[config.mk]
export PLATFORM = sky130hd
export DESIGN_NAME = status_line_command_parser
export DESIGN_NICKNAME = d
export VERILOG_FILES = /design/src/rtl/core/slcp_pkg.sv /design/src/rtl/core/slcp_ram.sv /design/src/rtl/core/status_line_command_parser.sv
export SDC_FILE = /design/constraint.sdc
export NUM_CORES = 2
export LEC_CHECK = 0
export ABC_AREA = 1
export BUFFER_PORTS_ARGS = -buffer_cell sky130_fd_sc_hd__buf_4
export CORE_MARGIN = 10
export CORE_UTILIZATION = 35
export CTS_BUF_LIST = sky130_fd_sc_hd__clkbuf_4 sky130_fd_sc_hd__clkbuf_8
export DETAILED_ROUTE_END_ITERATION = 6
export PLACE_DENSITY = 0.59
export SETUP_SLACK_MARGIN = 0.2
export SKIP_CTS_REPAIR_TIMING = 1
export SLEW_MARGIN = 20
export SYNTH_ARGS = -nofsm -noshare
export SYNTH_HDL_FRONTEND = slang
export SYNTH_SLANG_ARGS = --single-unit
[constraint.sdc]
create_clock -name i_clk -period 10.6 [get_ports i_clk]
set_clock_uncertainty 0.15 [all_clocks]
set_input_delay 0.53 -clock i_clk [delete_from_list [all_inputs] [get_ports i_clk]]
set_output_delay 0.53 -clock i_clk [all_outputs]
set_load 0.03 [all_outputs]
[src/rtl/core/slcp_pkg.sv]
`timescale 1ns / 1ps

package slcp_pkg;

    localparam int LINE_LEN = 48;
    localparam int NAME_LEN = 32;
    localparam int WIFI_LEN = 32;
    localparam int ADDR_LEN = 16;

    localparam int STORE_DEPTH = LINE_LEN - 1;
    localparam int STORE_AW    = $clog2(STORE_DEPTH);
    localparam int FILL_W      = $clog2(LINE_LEN);
    localparam int POS_W       = $clog2(LINE_LEN + 72);

    localparam int NAME_AW = $clog2(NAME_LEN);
    localparam int WIFI_AW = $clog2(WIFI_LEN);
    localparam int ADDR_AW = $clog2(ADDR_LEN);

    localparam int MAX_TEXT = (NAME_LEN > WIFI_LEN) ?
                              ((NAME_LEN > ADDR_LEN) ? NAME_LEN : ADDR_LEN) :
                              ((WIFI_LEN > ADDR_LEN) ? WIFI_LEN : ADDR_LEN);
    localparam int CNT_W   = $clog2(MAX_TEXT);
    localparam int IDX_W   = 7;

    localparam int START_NAME = 6;
    localparam int START_WIFI = 6;
    localparam int START_IP   = 4;
    localparam int START_BLE  = 5;
    localparam int MATCH_LAST = 5;

    localparam logic [47:0] PFX_NAME = "#NAME ";
    localparam logic [47:0] PFX_WIFI = "#WIFI ";
    localparam logic [31:0] PFX_IP   = "#IP ";
    localparam logic [39:0] PFX_BLE  = "#BLE ";

    localparam logic [7:0] CH_LF    = 8'h0A;
    localparam logic [7:0] CH_CR    = 8'h0D;
    localparam logic [7:0] CH_TAB   = 8'h09;
    localparam logic [7:0] CH_VT    = 8'h0B;
    localparam logic [7:0] CH_FF    = 8'h0C;
    localparam logic [7:0] CH_SPACE = 8'h20;
    localparam logic [7:0] CH_PLUS  = 8'h2B;
    localparam logic [7:0] CH_MINUS = 8'h2D;
    localparam logic [7:0] CH_ZERO  = 8'h30;
    localparam logic [7:0] CH_NINE  = 8'h39;

    localparam logic OP_RECEIVE = 1'b0;
    localparam logic OP_READ    = 1'b1;

    localparam logic [1:0] SEL_NAME = 2'd0;
    localparam logic [1:0] SEL_WIFI = 2'd1;
    localparam logic [1:0] SEL_ADDR = 2'd2;

    localparam logic REG_TIMEOUT = 1'b0;
    localparam logic [31:0] TIMEOUT_RESET = 32'd3000;

    typedef enum logic [2:0] {
        S_IDLE,
        S_MATCH,
        S_COPY,
        S_BLE,
        S_DONE
    } t_state;

    typedef enum logic [2:0] {
        KIND_NONE = 3'd0,
        KIND_NAME = 3'd1,
        KIND_WIFI = 3'd2,
        KIND_IP   = 3'd3,
        KIND_BLE  = 3'd4
    } t_kind;

    function automatic logic [7:0] prefix_char(input t_kind kind, input logic [2:0] pos);
        logic [7:0] ch;
        ch = 8'h00;
        unique case (kind)
            KIND_NAME: begin
                if (pos < 3'd6) ch = PFX_NAME[8*(5-int'(pos)) +: 8];
            end
            KIND_WIFI: begin
                if (pos < 3'd6) ch = PFX_WIFI[8*(5-int'(pos)) +: 8];
            end
            KIND_IP: begin
                if (pos < 3'd4) ch = PFX_IP[8*(3-int'(pos)) +: 8];
            end
            KIND_BLE: begin
                if (pos < 3'd5) ch = PFX_BLE[8*(4-int'(pos)) +: 8];
            end
            default: ch = 8'h00;
        endcase
        return ch;
    endfunction

endpackage

[src/rtl/core/slcp_ram.sv]
`timescale 1ns / 1ps

module slcp_ram #(
    parameter int WIDTH = 8,
    parameter int DEPTH = 47
) (
    input  logic                     i_clk,
    input  logic                     i_we,
    input  logic [$clog2(DEPTH)-1:0] i_waddr,
    input  logic [WIDTH-1:0]         i_wdata,
    input  logic [$clog2(DEPTH)-1:0] i_raddr,
    output logic [WIDTH-1:0]         o_rdata
);

    logic [WIDTH-1:0] r_mem [DEPTH];
    logic [WIDTH-1:0] r_rdata;

    always_ff @(posedge i_clk) begin
        if (i_we) begin
            r_mem[i_waddr] <= i_wdata;
        end
        r_rdata <= r_mem[i_raddr];
    end

    assign o_rdata = r_rdata;

endmodule

[src/rtl/core/status_line_command_parser.sv]
`timescale 1ns / 1ps
// Channel    Direction  Handshake                  Payload
// request    in         i_in_valid / o_in_ready    i_opcode, i_rx_byte, i_text_select,
//                                                  i_char_index, i_now_ms
// result     out        o_out_valid / i_out_ready  o_line_applied, o_command_kind,
//                                                  o_line_discarded, o_text_char,
//                                                  o_ble_level, o_link_seen, o_link_active
// config     in         psel, penable, pwrite      paddr, pwdata, prdata, pready
//
// A read or a stored byte passes through the final state; a line end runs a sequencer over the line
// buffer memory, one character per cycle through its single read port.
// A line end first matches the 6-character prefix, then copies up to 32 characters or
// scans up to 43 characters for the BLE level.
// Reset is synchronous and active low; it clears the texts and flags at once.
// The next request is taken while the previous result still waits in the output
// register; a result waits in the final state while the output is stalled.

module status_line_command_parser (
    input  logic        i_clk,
    input  logic        i_rst_n,

    input  logic        i_in_valid,
    output logic        o_in_ready,
    input  logic        i_opcode,
    input  logic [7:0]  i_rx_byte,
    input  logic [1:0]  i_text_select,
    input  logic [4:0]  i_char_index,
    input  logic [31:0] i_now_ms,

    output logic        o_out_valid,
    input  logic        i_out_ready,
    output logic        o_line_applied,
    output logic [2:0]  o_command_kind,
    output logic        o_line_discarded,
    output logic [7:0]  o_text_char,
    output logic [7:0]  o_ble_level,
    output logic        o_link_seen,
    output logic        o_link_active,

    input  logic        psel,
    input  logic        penable,
    input  logic        pwrite,
    input  logic [2:0]  paddr,
    input  logic [31:0] pwdata,
    output logic [31:0] prdata,
    output logic        pready
);

    slcp_pkg::t_state r_state, n_state;
    slcp_pkg::t_kind  r_kind, n_kind;

    logic [slcp_pkg::FILL_W-1:0] r_fill, n_fill;
    logic [slcp_pkg::POS_W-1:0]  r_qpos, rd_pos;
    logic [slcp_pkg::CNT_W-1:0]  r_idx, n_idx;
    logic                        r_ended, n_ended;
    logic r_m_name, n_m_name, r_m_wifi, n_m_wifi, r_m_ip, n_m_ip, r_m_ble, n_m_ble;
    logic                        r_neg, n_neg, r_bdig, n_bdig;
    logic [7:0]                  r_acc, n_acc;
    logic [7:0]                  r_ble, n_ble;
    logic                        r_seen, n_seen;
    logic [31:0]                 r_last, n_last;
    logic [31:0]                 r_now, n_now;
    logic [31:0]                 r_timeout;
    logic                        r_disc, n_disc;
    logic [7:0]                  r_tc, n_tc;

    logic [7:0] r_name [slcp_pkg::NAME_LEN];
    logic [7:0] n_name [slcp_pkg::NAME_LEN];
    logic [7:0] r_wifi [slcp_pkg::WIFI_LEN];
    logic [7:0] n_wifi [slcp_pkg::WIFI_LEN];
    logic [7:0] r_addr [slcp_pkg::ADDR_LEN];
    logic [7:0] n_addr [slcp_pkg::ADDR_LEN];

    logic        r_ov, n_ov;
    logic        r_o_applied, n_o_applied;
    logic [2:0]  r_o_kind, n_o_kind;
    logic        r_o_disc, n_o_disc;
    logic [7:0]  r_o_tc, n_o_tc;
    logic [7:0]  r_o_ble, n_o_ble;
    logic        r_o_seen, n_o_seen;
    logic        r_o_active, n_o_active;

    logic        accept;
    logic        is_term;
    logic        ram_we;
    logic [7:0]  ram_q;
    logic [7:0]  c;
    logic [2:0]  qi;
    logic        m_name, m_wifi, m_ip, m_ble;
    logic        is_ws, is_dig;
    logic [7:0]  digit, acc10;
    logic [7:0]  wr_char;
    logic [slcp_pkg::CNT_W-1:0] lim;
    logic [slcp_pkg::IDX_W-1:0] idx_ext;
    logic [31:0] elapsed;
    logic        cfg_write;

    slcp_ram #(
        .WIDTH (8),
        .DEPTH (slcp_pkg::STORE_DEPTH)
    ) u_line_store (
        .i_clk   (i_clk),
        .i_we    (ram_we),
        .i_waddr (r_fill[slcp_pkg::STORE_AW-1:0]),
        .i_wdata (i_rx_byte),
        .i_raddr (rd_pos[slcp_pkg::STORE_AW-1:0]),
        .o_rdata (ram_q)
    );

    assign cfg_write = psel && penable && pwrite;
    assign pready    = 1'b1;
    assign prdata    = (paddr[2] == slcp_pkg::REG_TIMEOUT) ? r_timeout : 32'd0;

    assign accept  = i_in_valid && (r_state == slcp_pkg::S_IDLE);
    assign is_term = (i_rx_byte == slcp_pkg::CH_LF) || (i_rx_byte == slcp_pkg::CH_CR);
    assign c       = (r_qpos < slcp_pkg::POS_W'(r_fill)) ? ram_q : 8'h00;
    assign qi      = r_qpos[2:0];
    assign idx_ext = {2'b00, i_char_index};
    assign is_ws   = (c == slcp_pkg::CH_SPACE) || (c == slcp_pkg::CH_TAB) ||
                     (c == slcp_pkg::CH_VT) || (c == slcp_pkg::CH_FF);
    assign is_dig  = (c >= slcp_pkg::CH_ZERO) && (c <= slcp_pkg::CH_NINE);
    assign digit   = c - slcp_pkg::CH_ZERO;
    assign acc10   = {r_acc[4:0], 3'b000} + {r_acc[6:0], 1'b0};
    assign elapsed = r_now - r_last;

    assign m_name = r_m_name && (c == slcp_pkg::prefix_char(slcp_pkg::KIND_NAME, qi));
    assign m_wifi = r_m_wifi && (c == slcp_pkg::prefix_char(slcp_pkg::KIND_WIFI, qi));
    assign m_ip   = r_m_ip && ((r_qpos >= slcp_pkg::POS_W'(slcp_pkg::START_IP)) ||
                    (c == slcp_pkg::prefix_char(slcp_pkg::KIND_IP, qi)));
    assign m_ble  = r_m_ble && ((r_qpos >= slcp_pkg::POS_W'(slcp_pkg::START_BLE)) ||
                    (c == slcp_pkg::prefix_char(slcp_pkg::KIND_BLE, qi)));

    always_comb begin
        unique case (r_kind)
            slcp_pkg::KIND_NAME: lim = slcp_pkg::CNT_W'(slcp_pkg::NAME_LEN - 1);
            slcp_pkg::KIND_WIFI: lim = slcp_pkg::CNT_W'(slcp_pkg::WIFI_LEN - 1);
            slcp_pkg::KIND_IP:   lim = slcp_pkg::CNT_W'(slcp_pkg::ADDR_LEN - 1);
            default:             lim = '0;
        endcase
        wr_char = (!r_ended && (r_idx != lim)) ? c : 8'h00;
    end

    always_comb begin
        n_state  = r_state;
        n_kind   = r_kind;
        n_fill   = r_fill;
        n_idx    = r_idx;
        n_ended  = r_ended;
        n_m_name = r_m_name;
        n_m_wifi = r_m_wifi;
        n_m_ip   = r_m_ip;
        n_m_ble  = r_m_ble;
        n_neg    = r_neg;
        n_bdig   = r_bdig;
        n_acc    = r_acc;
        n_ble    = r_ble;
        n_seen   = r_seen;
        n_last   = r_last;
        n_now    = r_now;
        n_disc   = r_disc;
        n_tc     = r_tc;
        n_name   = r_name;
        n_wifi   = r_wifi;
        n_addr   = r_addr;
        rd_pos   = r_qpos + 1'b1;
        ram_we   = 1'b0;

        n_ov        = r_ov && !i_out_ready;
        n_o_applied = r_o_applied;
        n_o_kind    = r_o_kind;
        n_o_disc    = r_o_disc;
        n_o_tc      = r_o_tc;
        n_o_ble     = r_o_ble;
        n_o_seen    = r_o_seen;
        n_o_active  = r_o_active;

        unique case (r_state)
            slcp_pkg::S_IDLE: begin
                rd_pos = '0;
                if (accept) begin
                    n_now  = i_now_ms;
                    n_kind = slcp_pkg::KIND_NONE;
                    n_disc = 1'b0;
                    n_tc   = 8'h00;
                    if (i_opcode == slcp_pkg::OP_READ) begin
                        unique case (i_text_select)
                            slcp_pkg::SEL_NAME: begin
                                if (idx_ext < slcp_pkg::IDX_W'(slcp_pkg::NAME_LEN))
                                    n_tc = r_name[idx_ext[slcp_pkg::NAME_AW-1:0]];
                            end
                            slcp_pkg::SEL_WIFI: begin
                                if (idx_ext < slcp_pkg::IDX_W'(slcp_pkg::WIFI_LEN))
                                    n_tc = r_wifi[idx_ext[slcp_pkg::WIFI_AW-1:0]];
                            end
                            slcp_pkg::SEL_ADDR: begin
                                if (idx_ext < slcp_pkg::IDX_W'(slcp_pkg::ADDR_LEN))
                                    n_tc = r_addr[idx_ext[slcp_pkg::ADDR_AW-1:0]];
                            end
                            default: n_tc = 8'h00;
                        endcase
                        n_state = slcp_pkg::S_DONE;
                    end else if (is_term) begin
                        if (r_fill != '0) begin
                            n_m_name = 1'b1;
                            n_m_wifi = 1'b1;
                            n_m_ip   = 1'b1;
                            n_m_ble  = 1'b1;
                            n_state  = slcp_pkg::S_MATCH;
                        end else begin
                            n_state = slcp_pkg::S_DONE;
                        end
                    end else if (r_fill < slcp_pkg::FILL_W'(slcp_pkg::STORE_DEPTH)) begin
                        ram_we  = 1'b1;
                        n_fill  = r_fill + 1'b1;
                        n_state = slcp_pkg::S_DONE;
                    end else begin
                        n_fill  = '0;
                        n_disc  = 1'b1;
                        n_state = slcp_pkg::S_DONE;
                    end
                end
            end

            slcp_pkg::S_MATCH: begin
                n_m_name = m_name;
                n_m_wifi = m_wifi;
                n_m_ip   = m_ip;
                n_m_ble  = m_ble;
                if (r_qpos == slcp_pkg::POS_W'(slcp_pkg::MATCH_LAST)) begin
                    n_idx   = '0;
                    n_ended = 1'b0;
                    n_neg   = 1'b0;
                    n_bdig  = 1'b0;
                    n_acc   = 8'h00;
                    if (m_name || m_wifi || m_ip || m_ble) begin
                        n_seen = 1'b1;
                        n_last = r_now;
                    end
                    priority if (m_name) begin
                        n_kind  = slcp_pkg::KIND_NAME;
                        rd_pos  = slcp_pkg::POS_W'(slcp_pkg::START_NAME);
                        n_state = slcp_pkg::S_COPY;
                    end else if (m_wifi) begin
                        n_kind  = slcp_pkg::KIND_WIFI;
                        rd_pos  = slcp_pkg::POS_W'(slcp_pkg::START_WIFI);
                        n_state = slcp_pkg::S_COPY;
                    end else if (m_ip) begin
                        n_kind  = slcp_pkg::KIND_IP;
                        rd_pos  = slcp_pkg::POS_W'(slcp_pkg::START_IP);
                        n_state = slcp_pkg::S_COPY;
                    end else if (m_ble) begin
                        n_kind  = slcp_pkg::KIND_BLE;
                        rd_pos  = slcp_pkg::POS_W'(slcp_pkg::START_BLE);
                        n_state = slcp_pkg::S_BLE;
                    end else begin
                        n_fill  = '0;
                        n_state = slcp_pkg::S_DONE;
                    end
                end
            end

            slcp_pkg::S_COPY: begin
                n_ended = r_ended || (c == 8'h00);
                n_idx   = r_idx + 1'b1;
                unique case (r_kind)
                    slcp_pkg::KIND_NAME: n_name[r_idx[slcp_pkg::NAME_AW-1:0]] = wr_char;
                    slcp_pkg::KIND_WIFI: n_wifi[r_idx[slcp_pkg::WIFI_AW-1:0]] = wr_char;
                    slcp_pkg::KIND_IP:   n_addr[r_idx[slcp_pkg::ADDR_AW-1:0]] = wr_char;
                    default: n_ended = r_ended;
                endcase
                if (r_idx == lim) begin
                    n_fill  = '0;
                    n_state = slcp_pkg::S_DONE;
                end
            end

            slcp_pkg::S_BLE: begin
                if (!r_bdig) begin
                    priority if (is_ws) begin
                        n_bdig = 1'b0;
                    end else if ((c == slcp_pkg::CH_MINUS) || (c == slcp_pkg::CH_PLUS)) begin
                        n_neg  = (c == slcp_pkg::CH_MINUS);
                        n_bdig = 1'b1;
                    end else if (is_dig) begin
                        n_acc  = digit;
                        n_bdig = 1'b1;
                    end else begin
                        n_ble   = r_neg ? (8'h00 - r_acc) : r_acc;
                        n_fill  = '0;
                        n_state = slcp_pkg::S_DONE;
                    end
                end else if (is_dig) begin
                    n_acc = acc10 + digit;
                end else begin
                    n_ble   = r_neg ? (8'h00 - r_acc) : r_acc;
                    n_fill  = '0;
                    n_state = slcp_pkg::S_DONE;
                end
            end

            slcp_pkg::S_DONE: begin
                if (!r_ov || i_out_ready) begin
                    n_ov        = 1'b1;
                    n_o_applied = (r_kind != slcp_pkg::KIND_NONE);
                    n_o_kind    = r_kind;
                    n_o_disc    = r_disc;
                    n_o_tc      = r_tc;
                    n_o_ble     = r_ble;
                    n_o_seen    = r_seen;
                    n_o_active  = r_seen && (elapsed < r_timeout);
                    n_state     = slcp_pkg::S_IDLE;
                end
            end

            default: n_state = slcp_pkg::S_IDLE;
        endcase
    end

    always_ff @(posedge i_clk) begin
        if (!i_rst_n) begin
            r_state   <= slcp_pkg::S_IDLE;
            r_kind    <= slcp_pkg::KIND_NONE;
            r_fill    <= '0;
            r_qpos    <= '0;
            r_idx     <= '0;
            r_ended   <= 1'b0;
            r_m_name  <= 1'b0;
            r_m_wifi  <= 1'b0;
            r_m_ip    <= 1'b0;
            r_m_ble   <= 1'b0;
            r_neg     <= 1'b0;
            r_bdig    <= 1'b0;
            r_acc     <= 8'h00;
            r_ble     <= 8'h00;
            r_seen    <= 1'b0;
            r_last    <= 32'd0;
            r_disc    <= 1'b0;
            r_ov      <= 1'b0;
            r_timeout <= slcp_pkg::TIMEOUT_RESET;
            for (int i = 0; i < slcp_pkg::NAME_LEN; i++) r_name[i] <= 8'h00;
            for (int i = 0; i < slcp_pkg::WIFI_LEN; i++) r_wifi[i] <= 8'h00;
            for (int i = 0; i < slcp_pkg::ADDR_LEN; i++) r_addr[i] <= 8'h00;
        end else begin
            r_state  <= n_state;
            r_kind   <= n_kind;
            r_fill   <= n_fill;
            r_qpos   <= rd_pos;
            r_idx    <= n_idx;
            r_ended  <= n_ended;
            r_m_name <= n_m_name;
            r_m_wifi <= n_m_wifi;
            r_m_ip   <= n_m_ip;
            r_m_ble  <= n_m_ble;
            r_neg    <= n_neg;
            r_bdig   <= n_bdig;
            r_acc    <= n_acc;
            r_ble    <= n_ble;
            r_seen   <= n_seen;
            r_last   <= n_last;
            r_disc   <= n_disc;
            r_ov     <= n_ov;
            r_name   <= n_name;
            r_wifi   <= n_wifi;
            r_addr   <= n_addr;
            if (cfg_write && (paddr[2] == slcp_pkg::REG_TIMEOUT)) begin
                r_timeout <= pwdata;
            end
        end
    end

    always_ff @(posedge i_clk) begin
        r_now       <= n_now;
        r_tc        <= n_tc;
        r_o_applied <= n_o_applied;
        r_o_kind    <= n_o_kind;
        r_o_disc    <= n_o_disc;
        r_o_tc      <= n_o_tc;
        r_o_ble     <= n_o_ble;
        r_o_seen    <= n_o_seen;
        r_o_active  <= n_o_active;
    end

    assign o_in_ready       = (r_state == slcp_pkg::S_IDLE);
    assign o_out_valid      = r_ov;
    assign o_line_applied   = r_o_applied;
    assign o_command_kind   = r_o_kind;
    assign o_line_discarded = r_o_disc;
    assign o_text_char      = r_o_tc;
    assign o_ble_level      = r_o_ble;
    assign o_link_seen      = r_o_seen;
    assign o_link_active    = r_o_active;

    a_fill_bound: assert property (@(posedge i_clk) disable iff (!i_rst_n)
        r_fill <= slcp_pkg::FILL_W'(slcp_pkg::STORE_DEPTH))
        else $error("Line fill exceeds the buffer size.");

    a_applied_kind: assert property (@(posedge i_clk) disable iff (!i_rst_n)
        r_ov |-> (r_o_applied == (r_o_kind != slcp_pkg::KIND_NONE)))
        else $error("Applied flag disagrees with the command kind.");

    a_applied_excl: assert property (@(posedge i_clk) disable iff (!i_rst_n)
        r_ov |-> !(r_o_applied && r_o_disc))
        else $error("A result is both applied and discarded.");

    a_seen_on_apply: assert property (@(posedge i_clk) disable iff (!i_rst_n)
        ((r_state == slcp_pkg::S_DONE) && (r_kind != slcp_pkg::KIND_NONE)) |-> r_seen)
        else $error("An applied line left the seen flag clear.");

    a_busy_after_accept: assert property (@(posedge i_clk) disable iff (!i_rst_n)
        accept |=> !o_in_ready)
        else $error("A new request was taken while one is in progress.");

endmodule

# Yosys cells after proc, flatten, opt, wreduce, memory -nomap -nowiden
# Memories as Yosys holds them, arrays and structs flattened. A register that Yosys moved wholly into a read port is not among the register bits.
# Cells that the tools add are included.
# word_totals
wordCells	367
output_inout_bits	58
ram_bits	376
in_bits	90
mem_count	1
reg_bits	817
# op_classes
reduce_logical	56
n_eq_ne	46
n_shift	4
mux	118
add_sub_neg	11
magnitude_cmp	18
bitwise	5
# mem_list
memory	words	word_bits	read_ports	rd_clocked_by_memory_dff	write_ports	line_no	source
u_line_store.r_mem	47	8	1	1	1	slcp_ram.sv:15	logic [WIDTH-1:0] r_mem [DEPTH];
# op_table
operator	n
256-bit bitwise mux	2
8-bit 2-to-1 mux	28
128-bit bitwise mux	1
48-bit by 7-bit indexed part select with 8-bit output (first input constant)	2
6-bit 2-to-1 mux	14
8-bit binary-select mux with 5-bit select	2
3-bit 2-to-1 mux	21
8-bit demux with 5-bit select	1
8-bit by 4-bit equality test with 1-bit output (second input constant)	5
40-bit by 7-bit indexed part select with 8-bit output (first input constant)	1
7-bit 2-to-1 mux	5
8-bit binary-select mux with 4-bit select	1
8-bit demux with 4-bit select	1
8-bit equality test	4
32-bit < comparator	1
32-bit 2-to-1 mux	1
2-bit inequality test (second input constant)	16
32-bit by 7-bit indexed part select with 8-bit output (first input constant)	1
32-bit subtractor	1
1-bit 2-to-1 mux	25
8-bit by 6-bit equality test with 1-bit output (second input constant)	3
6-bit one-hot mux with 4 select lines	1
8-bit one-hot mux with 3 select lines	1
5-bit one-hot mux with 2 select lines	2
other kinds (58)	118

# Longest topological paths before layout
# logic_depth
ltp_word	12
ltp_mapped	30
mapped_depth_nobuf	28

# Modules after synthesis
# Synthesis repeated with hierarchy kept, for this count alone.
# hier_totals
cells_unflattened	6128
area_unflattened_um2	52640.5
# by_module_without_submodules
mod	instances	area_per_inst_um2	cells_per_inst
status_line_command_parser	1	37158.1	4821
slcp_ram	1	15482.3	1307

# Least setup slack after synthesis
# No wires, ideal clock.
# synth_path
path_type	register -> register
from	reg r_now[0]
to	reg r_o_active, in the netlist o_link_active (data pin)
setup_ns	0.255
slack_ns	6.226
stages_incl_launch_ff	24
required_ns	10.195
t_arrival_ns	3.969
cell_sequence	edfxtp_1 inv_1 ha_1 inv_1 fa_1 nand3_1 nand3_1 nand2_1 o211ai_1 a21oi_1 o21ai_1 a21oi_1 o21ai_1 a21oi_1 o21ai_1 a21oi_1 o21ai_1 xor2_1 ha_1 nand2_1 or4_1 nor4_1 o21ai_0 and3_1
# synth_between
elab_chain_cells	3
# synth_lines
item	line_no	source
from (decl)	status_line_command_parser.sv:62	logic [31:0] r_now, n_now;
from (signal assigned)	status_line_command_parser.sv:372	r_now <= n_now;
32-bit subtractor	status_line_command_parser.sv:124	assign elapsed = r_now - r_last;
32-bit < comparator	status_line_command_parser.sv:310	n_o_active = r_seen && (elapsed < r_timeout);
1-bit logical AND	status_line_command_parser.sv:310	
to (signal assigned)	status_line_command_parser.sv:380	r_o_active <= n_o_active;
to (decl)	status_line_command_parser.sv:81	logic r_o_active, n_o_active;
# No other way between the ends.
# A chain may end at the register's enable or synchronous reset.

# Worst setup path after layout
# layout_path
from	reg r_qpos[2] (netlist name)
to	reg u_line_store.r_rdata[3], in the netlist u_line_store.o_rdata[3] (read register of u_line_store.r_mem)
# layout_between
elab_chain_cells	12
# layout_lines
item	line_no	source
from (decl)	status_line_command_parser.sv:53	logic [slcp_pkg::POS_W-1:0] r_qpos, rd_pos;
from (signal assigned)	status_line_command_parser.sv:347	r_qpos <= rd_pos;
3-bit by 3-bit subtractor with 4-bit output	slcp_pkg.sv:87	if (pos < 3'd5) ch = PFX_BLE[8*(4-int'(pos)) +: 8];
40-bit by 7-bit indexed part select with 8-bit output	slcp_pkg.sv:87	
8-bit 2-to-1 mux	slcp_pkg.sv:87	
8-bit equality test	status_line_command_parser.sv:131	(c == slcp_pkg::prefix_char(slcp_pkg::KIND_BLE, qi)));
1-bit logical OR	status_line_command_parser.sv:130	assign m_ble = r_m_ble && ((r_qpos >= slcp_pkg::POS_W'(slcp_pkg::START_BLE)) ||
1-bit logical AND	status_line_command_parser.sv:130	
7-bit 2-to-1 mux	status_line_command_parser.sv:251	end else if (m_ble) begin
7-bit 2-to-1 mux	status_line_command_parser.sv:247	end else if (m_ip) begin
7-bit 2-to-1 mux	status_line_command_parser.sv:243	end else if (m_wifi) begin
7-bit 2-to-1 mux	status_line_command_parser.sv:239	priority if (m_name) begin
7-bit 2-to-1 mux	status_line_command_parser.sv:229	if (r_qpos == slcp_pkg::POS_W'(slcp_pkg::MATCH_LAST)) begin
7-bit one-hot mux with 2 select lines (*)	status_line_command_parser.sv:177	unique case (r_state)
to (decl)	slcp_ram.sv:16	logic [WIDTH-1:0] r_rdata;
# Mark *: on every way between the ends. The rest lies on a longest branch, timed or not.

==> metrics.cfg <==
[worst_setup_path]
crit_top_cell=nand3_1
crit_required_ns=11.22
setup.worst_path.start=r_qpos[2]
crit_fanout=67
timing.rr.start=r_qpos[2]
critPathKind=reg -> reg
crit_chain=ha_1 > a21oi_1 > nand2_1 > nand2_2 > nand3_1 > inv_1 > nand2_1 > nand3_1 > nor2_1 > nand3_1 > nand2_1 > nand2_1 > nand3_1 > nand3_2 > buf_4 > nand2_2 > buf_4 > inv_2 > nand3_1 > nand3_1 > nand3_1 > nand3_1 > nand2_1
critPathCaptureType=flop
critPathSlowestCell=inv_2
slowest_delay_ns=0.88
start_kind=flop
arrival_ns=6.69

[job]
maxCapViolCount=0

[pwr]
p_sw_mw=3.58
power.clock.fraction=0.389
p_seq_frac=0.431
powerDensity_mw_per_mm2=188
p_leak_nw=23.3
ir_drop_uv=146
power.total_mw=11.5
swShare=0.312
p_int_mw=7.89
pwr-share-comb=0.180

[timing]
setup_viol=0
hold_violations=0
rsz0062_at_grt=false
relSlewSlack=0.193
finalCriticalPeriod_ns=6.07
whs_ns=0.0382
finalSetupTns_ns=0
max_freq_mhz=165
worst_slack_ns=4.53
min_period_over_period=0.573
tightest_slew_ns=1.21
slew_viol_final=0

[synth]
synth_nets=6372
synth_cell_types=56
synth_edf_count=439
synth_compound_area_frac=0.222
synth_top_family_by_area=compound AO/OA/AOI/OAI gates
synthXorXnorAreaFrac=0.00789
yosysWarnings=0
synth_mux_area_frac=0
synthAdderAreaFrac=0.0239
synth_seq_area_share=0.534
async_reset_ff_frac=0
ys_seq_elements=1201
mappedNetlistArea_mm2=0.0533
synthFlopType=dfxtp_1
synth_simple_gate_area_frac=0.144
syn-mean-instance-area_um2=8.61
synth_cells=6184

[grt]
gr-total-overflow=0
grt_max_degree=237
grt_pass1_wl_um=243000
grt.total_usage=0.179
grt_pass1_vias=41527
antenna_found_initial=5

[detailed_routing]
finalWirelength_um=159000
drc=1
dr_wl_met3_um=9820
drt-met1-wl_um=71700
top_layer=met4
routed_via_density=5.34
first_pass_iters=7
vias=44865
met2_length_um=72800
ant_nets=0
drt_iter0_markers=4348
wl_per_cell_um=18.9

[finish]
drive_above_1_share=0.0993
layout_commonest_cell=o21ai_0
stdcell_count=8401
area_growth_pct=14.3
final_cell_mix=o21ai_0 (1090), a21oi_1 (812), dfxtp_1 (762), nor2_1 (567), nand3_1 (471)
nNetsFinal=6390

[cts]
clock-root-buffer=clkbuf_8
clock_path_buffers=3
cts_tree=built
cts.sinks=1201
htreeDepth=4
path_clk_slew_ns=0.06
clock_latency_ns=0.93
cts_buffers=204

[floorplanning]
die_y_um=410
core_mm2=0.152
io_pins=148
dieArea_mm2=0.168
initial_core_util=0.351
die_w_um=410
rows=143

[placed_design]
placedCellCount=7952
io_buffers=144
place_hpwl_um=90600
preCtsSetupSlack_ns=4.57
place_congestion=0.850

[worst_hold_path]
min_path_type=in -> reg
hp-start=i_text_select[1]

[status]
status=finished, violations left
violations=DRC

==> critical path, delay by kind of cell, from the launching register on <==
| kind | cells | cell delay, ns |
|---|---|---|
| buf+inv | 4 | 1.97 |
| fa+ha+maj | 1 | 0.37 |
| compound gates | 1 | 0.16 |
| simple gates | 17 | 2.48 |
| flops | 1 | 0.74 |
==> power groups by stage <==
stage	Combinational, mW	Clock (mW)	Sequential [mW]
final	2.06	4.47	4.94
after floorplan	1.38	0	5.03
after CTS	2.02	4.55	4.94
after detailed placement	2.02	0	5.04
after global placement	2.00	0	5.03
after global routing	2.28	4.76	4.94
==> layer usage <==
layer / vias to the layer above / global-route usage
met5: - / 0
met4: 0 / 0.0689
met3: 297 / 0.0292
met2: 1466 / 0.283
met1: 21313 / 0.245
li1: 21789 / -
==> synthesized netlist by cell type (10+ instances only) <==
library cell | number | area share
a21oi_1 | 813 | 0.076
o311ai_0 | 13 | 0.0021
nand2_1 | 454 | 0.032
o221ai_1 | 117 | 0.019
inv_1 | 413 | 0.029
nor2_1 | 571 | 0.040
xnor2_1 | 15 | 0.0025
xor2_1 | 33 | 0.0054
buf_4 | 15 | 0.0021
buf_6 | 14 | 0.0030
o22ai_1 | 50 | 0.0059
edfxtp_1 | 439 | 0.25
clkbuf_1 | 415 | 0.029
o21ai_0 | 1090 | 0.10
o21ai_1 | 25 | 0.0023
nand3_1 | 471 | 0.044
dfxtp_1 | 762 | 0.29
buf_2 | 34 | 0.0032
buf_1 | 14 | 0.00099
nand3b_1 | 81 | 0.011
o211ai_1 | 58 | 0.0082
nand4_1 | 23 | 0.0027
ha_1 | 92 | 0.022
nor3_1 | 72 | 0.0068
a211oi_1 | 10 | 0.0014
==> final timing paths <==
kind / endpoint / slack (ns) / cells past startpoint
worst max-delay path: u_line_store.o_rdata[3] / 4.53 / 23
worst min-delay path: r_tc[0] / 0.04 / 5
worst max register to register: u_line_store.o_rdata[3] / 4.53 / 23
worst min register to register: o_text_char[7] / 0.28 / 0
==> metrics by stage <==
step           utilization  cell area [µm²]
6_report             0.402            60900
5_1_grt              0.402            60900
4_1_cts              0.396            60100
3_5_place_dp         0.367            55600
3_3_place_gp         0.367            55600
2_1_floorplan            -            53300
==> state kept, by name, indices dropped and copies added, names as in the netlist, 32 cells and up <==
name	flops
u_line_store.r_mem	376
r_name	256
r_wifi	256
r_addr	128
r_last	32
r_now	32
r_timeout	32
==> cell type report <==
cell class	instances	area, µm²
Antenna cell	4	10.0
Clock buffer	307	3820
Clock inverter	64	611
Fill cell	15051	90700
Inverter	425	1610
Multi-Input combinational cell	4065	21300
Sequential cell	1201	28400
Tap cell	2030	2540
Timing Repair Buffer	305	2510
==> cell families after synthesis <==
family,Yosys count
AND/OR/NAND/NOR,1714
buffers and inverters,918
other,1
adder cells (fa/ha/maj),98
XOR/XNOR,48
flip-flops,1201
AO/OA/AOI/OAI,2204
Power figures use the tool's default switching activity.
